===== src/rtl/core/rhc_pkg.sv =====
// Package for the RGB to HSV converter: the data word handed along the
// divider chain, sector codes and fixed-point constants.
// No dependencies.
`default_nettype none

package rhc_pkg;

    localparam int unsigned QuotBits = 16;

    // Hue step per sector (60 degrees times 64) and the full turn.
    localparam logic [14:0] HueStep = 15'd3840;
    localparam logic [14:0] HueWrap = 15'd23040;
    localparam logic [15:0] SatMax  = 16'hFFFF;

    localparam logic [1:0] SECT_RED   = 2'd0;
    localparam logic [1:0] SECT_GREEN = 2'd1;
    localparam logic [1:0] SECT_BLUE  = 2'd2;

    // Work carried by one pixel through the chain of divider cells.
    typedef struct packed {
        logic [7:0]  sat_rem;
        logic [7:0]  sat_div;
        logic [15:0] sat_q;
        logic [7:0]  hue_rem;
        logic [7:0]  hue_div;
        logic [15:0] hue_num;
        logic [15:0] hue_q;
        logic        neg;
        logic [1:0]  sector;
        logic        gray;
        logic        full;
        logic [7:0]  value;
    } t_div_state;

endpackage

`default_nettype wire


===== src/rtl/core/rhc_ifs.sv =====
// Stream interfaces of the RGB to HSV converter: the pixel channel and the
// result channel. Depends on nothing.
`default_nettype none

interface rhc_pix_if;
    logic       valid;
    logic       ready;
    logic [7:0] red;
    logic [7:0] green;
    logic [7:0] blue;

    modport source (output valid, output red, output green, output blue, input ready);
    modport sink   (input valid, input red, input green, input blue, output ready);
endinterface

interface rhc_hsv_if;
    logic        valid;
    logic        ready;
    logic [14:0] hue;
    logic [15:0] saturation;
    logic [7:0]  value_level;

    modport source (output valid, output hue, output saturation, output value_level,
                    input ready);
    modport sink   (input valid, input hue, input saturation, input value_level,
                    output ready);
endinterface

`default_nettype wire


===== src/rtl/core/rgb_to_hsv_convert_unit.sv =====
// RGB to HSV converter, top level: front cell, chain of divider cells and
// output cell. Depends on rhc_pkg, rhc_ifs, rhc_front, rhc_div_cell, rhc_finish.
//
// Usage:
//   i_pix carries one 8-bit RGB pixel per transfer; o_hsv returns hue
//   (degrees times 64, 15 bits), saturation (16 fraction bits) and
//   value_level (largest channel) for every pixel, in order.
//   Each result passes through one front cell, sixteen divider cells (one
//   quotient bit of both divisions each) and one output cell before o_hsv.
//   Throughput is one pixel per cycle while the receiver does not stall;
//   each cell registers its work and hands it to its neighbor every cycle
//   in which that neighbor can take it.
//   Each cell has its own valid bit, so a stalled receiver holds the
//   result in the output cell while the cells behind it keep filling empty
//   slots; i_pix.ready drops only once every cell holds a pixel.
//   Reset (synchronous, active low) empties all cells; nothing else is
//   held, so no clearing is needed.
`default_nettype none

module rgb_to_hsv_convert_unit (
    input  wire logic   i_clk,
    input  wire logic   i_rst_n,
    rhc_pix_if.sink     i_pix,
    rhc_hsv_if.source   o_hsv
);

    localparam int unsigned Cells = rhc_pkg::QuotBits;

    logic                valid [Cells+1];
    logic                ready [Cells+1];
    rhc_pkg::t_div_state state [Cells+1];

    rhc_front u_front (
        .i_clk   (i_clk),
        .i_rst_n (i_rst_n),
        .i_valid (i_pix.valid),
        .o_ready (i_pix.ready),
        .i_red   (i_pix.red),
        .i_green (i_pix.green),
        .i_blue  (i_pix.blue),
        .o_valid (valid[0]),
        .i_ready (ready[0]),
        .o_state (state[0])
    );

    for (genvar c = 0; c < Cells; c++) begin : g_cell
        rhc_div_cell u_cell (
            .i_clk   (i_clk),
            .i_rst_n (i_rst_n),
            .i_valid (valid[c]),
            .o_ready (ready[c]),
            .i_state (state[c]),
            .o_valid (valid[c+1]),
            .i_ready (ready[c+1]),
            .o_state (state[c+1])
        );
    end

    rhc_finish u_finish (
        .i_clk         (i_clk),
        .i_rst_n       (i_rst_n),
        .i_valid       (valid[Cells]),
        .o_ready       (ready[Cells]),
        .i_state       (state[Cells]),
        .o_valid       (o_hsv.valid),
        .i_ready       (o_hsv.ready),
        .o_hue         (o_hsv.hue),
        .o_saturation  (o_hsv.saturation),
        .o_value_level (o_hsv.value_level)
    );

endmodule

`default_nettype wire


===== src/rtl/core/rhc_front.sv =====
// Front cell: finds max, min and sector of a pixel and loads both dividers.
// Depends on rhc_pkg.
`default_nettype none

module rhc_front (
    input  wire logic              i_clk,
    input  wire logic              i_rst_n,
    input  wire logic              i_valid,
    output logic                   o_ready,
    input  wire logic [7:0]        i_red,
    input  wire logic [7:0]        i_green,
    input  wire logic [7:0]        i_blue,
    output logic                   o_valid,
    input  wire logic              i_ready,
    output rhc_pkg::t_div_state    o_state
);

    logic                r_valid;
    rhc_pkg::t_div_state r_state;
    rhc_pkg::t_div_state n_state;

    logic [7:0]  mx;
    logic [7:0]  mn;
    logic [7:0]  delta;
    logic [7:0]  pa;
    logic [7:0]  pb;
    logic [7:0]  mag;
    logic [11:0] mag15;
    logic [1:0]  sector;

    always_comb begin
        // Red wins ties for the largest channel, then green.
        priority if (i_red >= i_green && i_red >= i_blue) begin
            mx     = i_red;
            sector = rhc_pkg::SECT_RED;
            pa     = i_green;
            pb     = i_blue;
        end else if (i_green >= i_blue) begin
            mx     = i_green;
            sector = rhc_pkg::SECT_GREEN;
            pa     = i_blue;
            pb     = i_red;
        end else begin
            mx     = i_blue;
            sector = rhc_pkg::SECT_BLUE;
            pa     = i_red;
            pb     = i_green;
        end

        mn = i_red;
        if (i_green < mn) mn = i_green;
        if (i_blue < mn)  mn = i_blue;
        delta = mx - mn;

        mag   = (pa >= pb) ? (pa - pb) : (pb - pa);
        mag15 = {mag, 4'b0000} - {4'b0000, mag};

        n_state.value   = mx;
        n_state.sector  = sector;
        n_state.gray    = (delta == 8'd0);
        n_state.full    = (mn == 8'd0) && (delta != 8'd0);
        n_state.neg     = (pa < pb);
        // Saturation divides delta * 2^16 by max; a full ratio is flagged instead.
        n_state.sat_rem = (mn == 8'd0) ? 8'd0 : delta;
        n_state.sat_div = mx;
        n_state.sat_q   = '0;
        // Hue divides 3840 * |n| = (15 * |n|) << 8 by delta; top 4 bits seed the remainder.
        n_state.hue_rem = {4'b0000, mag15[11:8]};
        n_state.hue_num = {mag15[7:0], 8'h00};
        n_state.hue_div = delta;
        n_state.hue_q   = '0;
    end

    assign o_ready = !r_valid || i_ready;

    always_ff @(posedge i_clk) begin
        if (!i_rst_n) begin
            r_valid <= 1'b0;
        end else if (o_ready) begin
            r_valid <= i_valid;
        end
    end

    always_ff @(posedge i_clk) begin
        if (o_ready && i_valid) begin
            r_state <= n_state;
        end
    end

    assign o_valid = r_valid;
    assign o_state = r_state;

endmodule

`default_nettype wire


===== src/rtl/core/rhc_div_cell.sv =====
// One divider cell: a restoring step for the saturation and hue quotients.
// Depends on rhc_pkg.
`default_nettype none

module rhc_div_cell (
    input  wire logic                 i_clk,
    input  wire logic                 i_rst_n,
    input  wire logic                 i_valid,
    output logic                      o_ready,
    input  wire rhc_pkg::t_div_state  i_state,
    output logic                      o_valid,
    input  wire logic                 i_ready,
    output rhc_pkg::t_div_state       o_state
);

    logic                r_valid;
    rhc_pkg::t_div_state r_state;
    rhc_pkg::t_div_state n_state;

    logic [8:0] sat_t;
    logic [8:0] hue_t;
    logic       sat_ge;
    logic       hue_ge;
    logic [8:0] sat_d;
    logic [8:0] hue_d;

    always_comb begin
        n_state = i_state;

        sat_t  = {i_state.sat_rem, 1'b0};
        sat_ge = sat_t >= {1'b0, i_state.sat_div};
        sat_d  = sat_t - {1'b0, i_state.sat_div};
        n_state.sat_rem = sat_ge ? sat_d[7:0] : sat_t[7:0];
        n_state.sat_q   = {i_state.sat_q[14:0], sat_ge};

        // The next dividend bit shifts in from the top of hue_num.
        hue_t  = {i_state.hue_rem, i_state.hue_num[15]};
        hue_ge = hue_t >= {1'b0, i_state.hue_div};
        hue_d  = hue_t - {1'b0, i_state.hue_div};
        n_state.hue_rem = hue_ge ? hue_d[7:0] : hue_t[7:0];
        n_state.hue_num = {i_state.hue_num[14:0], 1'b0};
        n_state.hue_q   = {i_state.hue_q[14:0], hue_ge};
    end

    assign o_ready = !r_valid || i_ready;

    always_ff @(posedge i_clk) begin
        if (!i_rst_n) begin
            r_valid <= 1'b0;
        end else if (o_ready) begin
            r_valid <= i_valid;
        end
    end

    always_ff @(posedge i_clk) begin
        if (o_ready && i_valid) begin
            r_state <= n_state;
        end
    end

    assign o_valid = r_valid;
    assign o_state = r_state;

endmodule

`default_nettype wire


===== src/rtl/core/rhc_finish.sv =====
// Output cell: applies sign, sector offset, wrap and saturation, and holds
// the result for the receiver. Depends on rhc_pkg.
`default_nettype none

module rhc_finish (
    input  wire logic                 i_clk,
    input  wire logic                 i_rst_n,
    input  wire logic                 i_valid,
    output logic                      o_ready,
    input  wire rhc_pkg::t_div_state  i_state,
    output logic                      o_valid,
    input  wire logic                 i_ready,
    output logic [14:0]               o_hue,
    output logic [15:0]               o_saturation,
    output logic [7:0]                o_value_level
);

    logic        r_valid;
    logic [14:0] r_hue;
    logic [15:0] r_sat;
    logic [7:0]  r_value;
    logic [14:0] n_hue;
    logic [15:0] n_sat;

    logic [14:0] base;
    logic [14:0] sub;

    always_comb begin
        unique case (i_state.sector)
            rhc_pkg::SECT_GREEN: base = {rhc_pkg::HueStep[13:0], 1'b0};
            rhc_pkg::SECT_BLUE:  base = {rhc_pkg::HueStep[12:0], 2'b00};
            default:             base = '0;
        endcase

        // Floor of a negative ratio takes one more step down when there is a remainder.
        sub = i_state.hue_q[14:0] + {14'd0, (i_state.hue_rem != 8'd0)};

        if (i_state.gray) begin
            n_hue = '0;
        end else if (!i_state.neg) begin
            n_hue = base + i_state.hue_q[14:0];
        end else if (base >= sub) begin
            n_hue = base - sub;
        end else begin
            n_hue = base + rhc_pkg::HueWrap - sub;
        end

        priority if (i_state.gray) begin
            n_sat = '0;
        end else if (i_state.full) begin
            n_sat = rhc_pkg::SatMax;
        end else begin
            n_sat = i_state.sat_q;
        end
    end

    assign o_ready = !r_valid || i_ready;

    always_ff @(posedge i_clk) begin
        if (!i_rst_n) begin
            r_valid <= 1'b0;
        end else if (o_ready) begin
            r_valid <= i_valid;
        end
    end

    always_ff @(posedge i_clk) begin
        if (o_ready && i_valid) begin
            r_hue   <= n_hue;
            r_sat   <= n_sat;
            r_value <= i_state.value;
        end
    end

    assign o_valid       = r_valid;
    assign o_hue         = r_hue;
    assign o_saturation  = r_sat;
    assign o_value_level = r_value;

endmodule

`default_nettype wire


===== src/flat_wrapper.sv =====
// flat-port wrapper written by rule: the top's interface ports become plain ports
module rgb_to_hsv_convert_unit_flat 
  (i_clk, i_rst_n, i_pix_valid, i_pix_red, i_pix_green, i_pix_blue, i_pix_ready, o_hsv_valid, o_hsv_hue, o_hsv_saturation, o_hsv_value_level, o_hsv_ready);
  rhc_pix_if i_pix_i ();
  rhc_hsv_if o_hsv_i ();
  input  wire logic i_clk;
  input  wire logic i_rst_n;
  input wire logic [$bits(i_pix_i.valid)-1:0] i_pix_valid;
  input wire logic [$bits(i_pix_i.red)-1:0] i_pix_red;
  input wire logic [$bits(i_pix_i.green)-1:0] i_pix_green;
  input wire logic [$bits(i_pix_i.blue)-1:0] i_pix_blue;
  output wire logic [$bits(i_pix_i.ready)-1:0] i_pix_ready;
  output wire logic [$bits(o_hsv_i.valid)-1:0] o_hsv_valid;
  output wire logic [$bits(o_hsv_i.hue)-1:0] o_hsv_hue;
  output wire logic [$bits(o_hsv_i.saturation)-1:0] o_hsv_saturation;
  output wire logic [$bits(o_hsv_i.value_level)-1:0] o_hsv_value_level;
  input wire logic [$bits(o_hsv_i.ready)-1:0] o_hsv_ready;
  assign i_pix_i.valid = i_pix_valid;
  assign i_pix_i.red = i_pix_red;
  assign i_pix_i.green = i_pix_green;
  assign i_pix_i.blue = i_pix_blue;
  assign i_pix_ready = i_pix_i.ready;
  assign o_hsv_valid = o_hsv_i.valid;
  assign o_hsv_hue = o_hsv_i.hue;
  assign o_hsv_saturation = o_hsv_i.saturation;
  assign o_hsv_value_level = o_hsv_i.value_level;
  assign o_hsv_i.ready = o_hsv_ready;
  rgb_to_hsv_convert_unit u_core (.i_clk(i_clk), .i_rst_n(i_rst_n), .i_pix(i_pix_i), .o_hsv(o_hsv_i));
endmodule

===== config.mk =====
export PLATFORM = sky130hd
export DESIGN_NAME = rgb_to_hsv_convert_unit_flat
export DESIGN_NICKNAME = d
export VERILOG_FILES = /design/src/rtl/core/rhc_pkg.sv /design/src/rtl/core/rhc_ifs.sv /design/src/rtl/core/rgb_to_hsv_convert_unit.sv /design/src/rtl/core/rhc_front.sv /design/src/rtl/core/rhc_div_cell.sv /design/src/rtl/core/rhc_finish.sv /design/src/flat_wrapper.sv
export SDC_FILE = /design/constraint.sdc
export NUM_CORES = 2
export LEC_CHECK = 0
export BUFFER_PORTS_ARGS = -buffer_cell sky130_fd_sc_hd__buf_2
export CAP_MARGIN = 0
export CORE_MARGIN = 3
export CORE_UTILIZATION = 50
export DETAILED_ROUTE_END_ITERATION = 6
export PLACE_DENSITY = 0.68
export SLEW_MARGIN = 20
export SYNTH_ARGS = -nofsm -noshare
export SYNTH_HDL_FRONTEND = slang
export SYNTH_SLANG_ARGS = --single-unit

===== constraint.sdc =====
create_clock -name i_clk -period 6.86 [get_ports i_clk]
set_clock_uncertainty 0.1 [all_clocks]
set_input_delay 1.372 -clock i_clk [delete_from_list [all_inputs] [get_ports i_clk]]
set_output_delay 1.372 -clock i_clk [all_outputs]
set_load 0.02 [all_outputs]

==> summary.txt <==
Logic synthesis
  • Synth Flop Type: edfxtp_1
  • Syn_area_per_cell: 12.5 um2
  • Synthesized area: 45900 um2
  • Register area share after synthesis: 62.2%
  • Synth top area share: 61.5%
  • Largest area contributor in the netlist: edfxtp_1
  • Largest cells by area after synthesis: edfxtp_1, ha_1, inv_1
  • Mapped Nets: 4066
  • Async S/R FF share, synth: 0%
  • Top post-synthesis cells by count: edfxtp_1, inv_1, ha_1, o21ai_0, nand2_1
  • Post-Synthesis Cells: 3674
  • Cell with the most instances after synthesis: edfxtp_1
  • Synth warnings: 0
  • Synth unique cells: 87
  • Number of flops mapped to enable cells by yosys: 940
  • Synth Register Bits: 958

Routing
  • Routed WL per cell: 15.3 um
  • Routed Antenna Nets: 0
  • Vias: 26700
  • First drt pass iteration count: 5
  • Detailed Route Iter0 Violations: 1506
  • Routed vias/inst: 5.20
  • Drt total wl: 78300 um
  • DRC: 0

Clock network
  • CTS Buf Count: 97
  • CTS root buf: clkbuf_16
  • Clock transition at path regs: 0.06 ns
  • Hold-fix buffers, CTS: 0
  • Post-cts sizing count: 0
  • Post-CTS Setup Bufs: 0
  • CTS tree: built
  • Clk Latency, worst-skew pair: 0.65 ns
  • Clock buffer depth: 3
  • H-tree depth: 3
  • Clk sink count: 958

STA
  • Tmin final: 6.14 ns
  • Hold Vio Cnt, Final: 0
  • Crit share post-route: 89.5%
  • Final setup viols: 0
  • Max Fclk: 163 MHz
  • RSZ-0062 raised after global routing: no
  • Setup ws final: 0.717 ns
  • Hold Slack: 0.304 ns
  • Setup TNS: 0 ns
  • Max Transition Viols Final: 0
  • Worst-Margin Slew: 1.03 ns
  • Rel. slew slack: 31.4%

Global route
  • Total track usage: 16.6%
  • Remaining global-route overflow: 0
  • Number of global-route vias before repair: 27000
  • Antenna violations before repair: 3
  • First-pass GRT wire length: 129000 um
  • Largest net degree at the start of global routing: 65

Critical path
  • CP Capture Type: flop
  • Crit path required time: 7.15 ns
  • Crit path DAT: 6.44 ns
  • Worst r2r src: u_core.g_cell[15].u_cell.o_state[58]
  • Crit Path Max Fanout: 10
  • CP Launch Type: primary input
  • Slowest Stage Delay on Critical Path: 0.53 ns
  • Delay-heaviest family, CP: compound AO/OA/AOI/OAI gates
  • Crit path max-delay cell type: a2111oi_2
  • Flop2flop setup slack: 1.88 ns
  • Worst Path Buf+Inv: 3
  • R2r endpoint: u_core.u_finish.o_hue[5]
  • CP dominant cell by count: ha_1
  • Reg2reg path depth: 17
  • Crit Path Class: in2reg
  • Crit-path cells: buf_2 -> inv_1 -> ha_1 -> nand2b_1 -> a2111oi_2 -> or3b_1 -> and2_1 -> buf_4 -> a21oi_1 -> o21ai_0 -> ha_1 -> a21oi_1 -> o21bai_1 -> a21o_1 -> a2111oi_0 -> nor2_1 -> xnor2_1 -> ha_1 -> and3_1 -> a211o_1 -> a31oi_1 -> o21ai_0 -> xor2_1

Finish
  • Register area: 28600 um2
  • Layout Nets: 4265
  • Layout Area Growth over Synthesis: 12.2%
  • Ratio of cells with drive above 1 in the final layout: 8.89%
  • Area occupied by multi-input gates: 15200 um2
  • Fin area: 51500 um2
  • Fill cells: 7233

Placed design
  • Number of buffers added on ports: 68
  • Post-Place Setup Slack: 0.0371 ns
  • HPWL after detailed placement: 58600 um
  • GPL Wtd Cong: 0.895
  • DP Area: 48400 um2

Pwr
  • Gate power share: 13.6%
  • Total internal power: 10.4 mW
  • Reg power frac: 49.1%
  • Sw Ratio: 24.0%
  • Design Power: 13.7 mW
  • Clock share of power: 37.2%
  • Net Sw Power: 3.30 mW
  • PD cells: 267 nW/um2
  • Max VDD drop: 0.216 mV
  • Static leakage: 20.3 nW

Hold path
  • Hold endpoint: u_core.g_cell[14].u_cell.o_state[25]
  • Hold path startpoint: u_core.g_cell[13].u_cell.o_state[24]
  • Hold/Removal Path Class: reg2reg
  • Hold Crit Depth: 0

Floorplan
  • Std cell rows: 110
  • Core area: 90600 um2
  • Ports: 69
  • Die extent in y: 309 um
  • Die Wd: 309 um
  • Total die area: 95500 um2
  • Initial Util: 50.7%

Flow run
  • Max Cap Viol: 0

Status
  • Run status: finished clean
[how the worst max path moves through the flow]
stage | from | end | slack, ns | cells past startpoint
final | i_pix_green[0] | u_core.u_front.o_state[54] | 0.72 | 23
after global routing | i_pix_green[0] | u_core.u_front.o_state[54] | 0.14 | 25
after CTS | i_pix_green[0] | u_core.u_front.o_state[54] | 0.71 | 25
after detailed placement | i_pix_green[0] | u_core.u_front.o_state[54] | 0.04 | 25
after global placement | i_pix_blue[0] | u_core.u_front.o_state[56] | 0.08 | 28
after floorplan | i_pix_red[1] | u_core.u_front.o_state[8] | -0.12 | 26
[kinds of logic (layout without fill, tap and decap cells)]
kind of cell / Yosys count / in the layout / synth area share, %
AOI/OAI and AO/OA: 782 / 782 / 10.4
DFF: 958 / 958 / 62.2
adders and majority gates: 368 / 368 / 10.6
xor gates and xnor gates: 143 / 143 / 2.73
and+or+nand+nor: 786 / 786 / 8.39
muxes: 25 / 25 / 0.583
other: 0 / 3 / 0
buffers and inverters: 612 / 888 / 5.02
[through the flow]
stage               util [%]  cells
floorplan                  -   3674
global placement        53.4   4950
detailed placement      53.4   4950
CTS                     56.9   5126
global route            56.9   5126
finish                  56.9   5129
[layout make-up]
class | count | share of cell area, %
Clock inverter | 58 | 1.15
Inverter | 556 | 4.05
Timing Repair Buffer | 156 | 1.97
Tap cell | 1176 | 2.86
Antenna cell | 3 | 0.0146
Clock buffer | 118 | 4.95
Sequential cell | 958 | 55.5
Multi-Input combinational cell | 2104 | 29.5
[power by group through the flow]
stage	logic, mW	registers (mW)	clock network [mW]
6_report	1.87	6.75	5.12
5_1_grt	2.13	6.77	5.51
4_1_cts	1.89	6.75	5.27
3_5_place_dp	1.88	6.88	0
3_3_place_gp	1.85	6.87	0
2_1_floorplan	1.28	6.83	0
[cells in the final DEF (no fill, tap or decap), drive strengths merged, types with 7 or more instances in the layout]
master / n
inv: 561
a211oi: 10
nand3: 42
nor2: 185
o21ai: 327
a21oi: 180
fa: 36
clkbuf: 118
or4: 33
nor3: 10
xnor2: 64
ha: 328
dfxtp: 18
o211ai: 7
buf: 156
edfxtp: 940
nand2b: 15
nand4: 46
bufinv: 8
and2: 12
a21o: 38
a31oi: 10
o31ai: 62
clkinvlp: 9
o21bai: 28
nand2: 265
clkinv: 36
o211a: 34
and3: 57
nor2b: 97
o21a: 22
mux2i: 20
a21boi: 25
xor2: 79
[sequential cells by signal, summed over array words and instances (netlist names)]
signal / cells
u_core.g_cell.u_cell.o_state: 860
u_core.u_front.o_state: 41
u_core.g_cell.u_cell.o_valid: 16
u_core.u_finish.o_saturation: 16
u_core.u_finish.o_hue: 15
u_core.u_finish.o_value_level: 8
u_core.u_finish.o_valid: 1
u_core.u_front.o_valid: 1
[metal layers]
| layer | vias to the layer above | track usage [%] | part of all wire (%) |
|---|---|---|---|
| li1 | 13500 | - | - |
| met1 | 12600 | 17.6 | 39 |
| met2 | 369 | 32.4 | 54 |
| met3 | 168 | 2.49 | 2.9 |
| met4 | 2 | 7.14 | 4.2 |
| met5 | - | 0 | 0.017 |
Power figures use the tool's default switching activity.
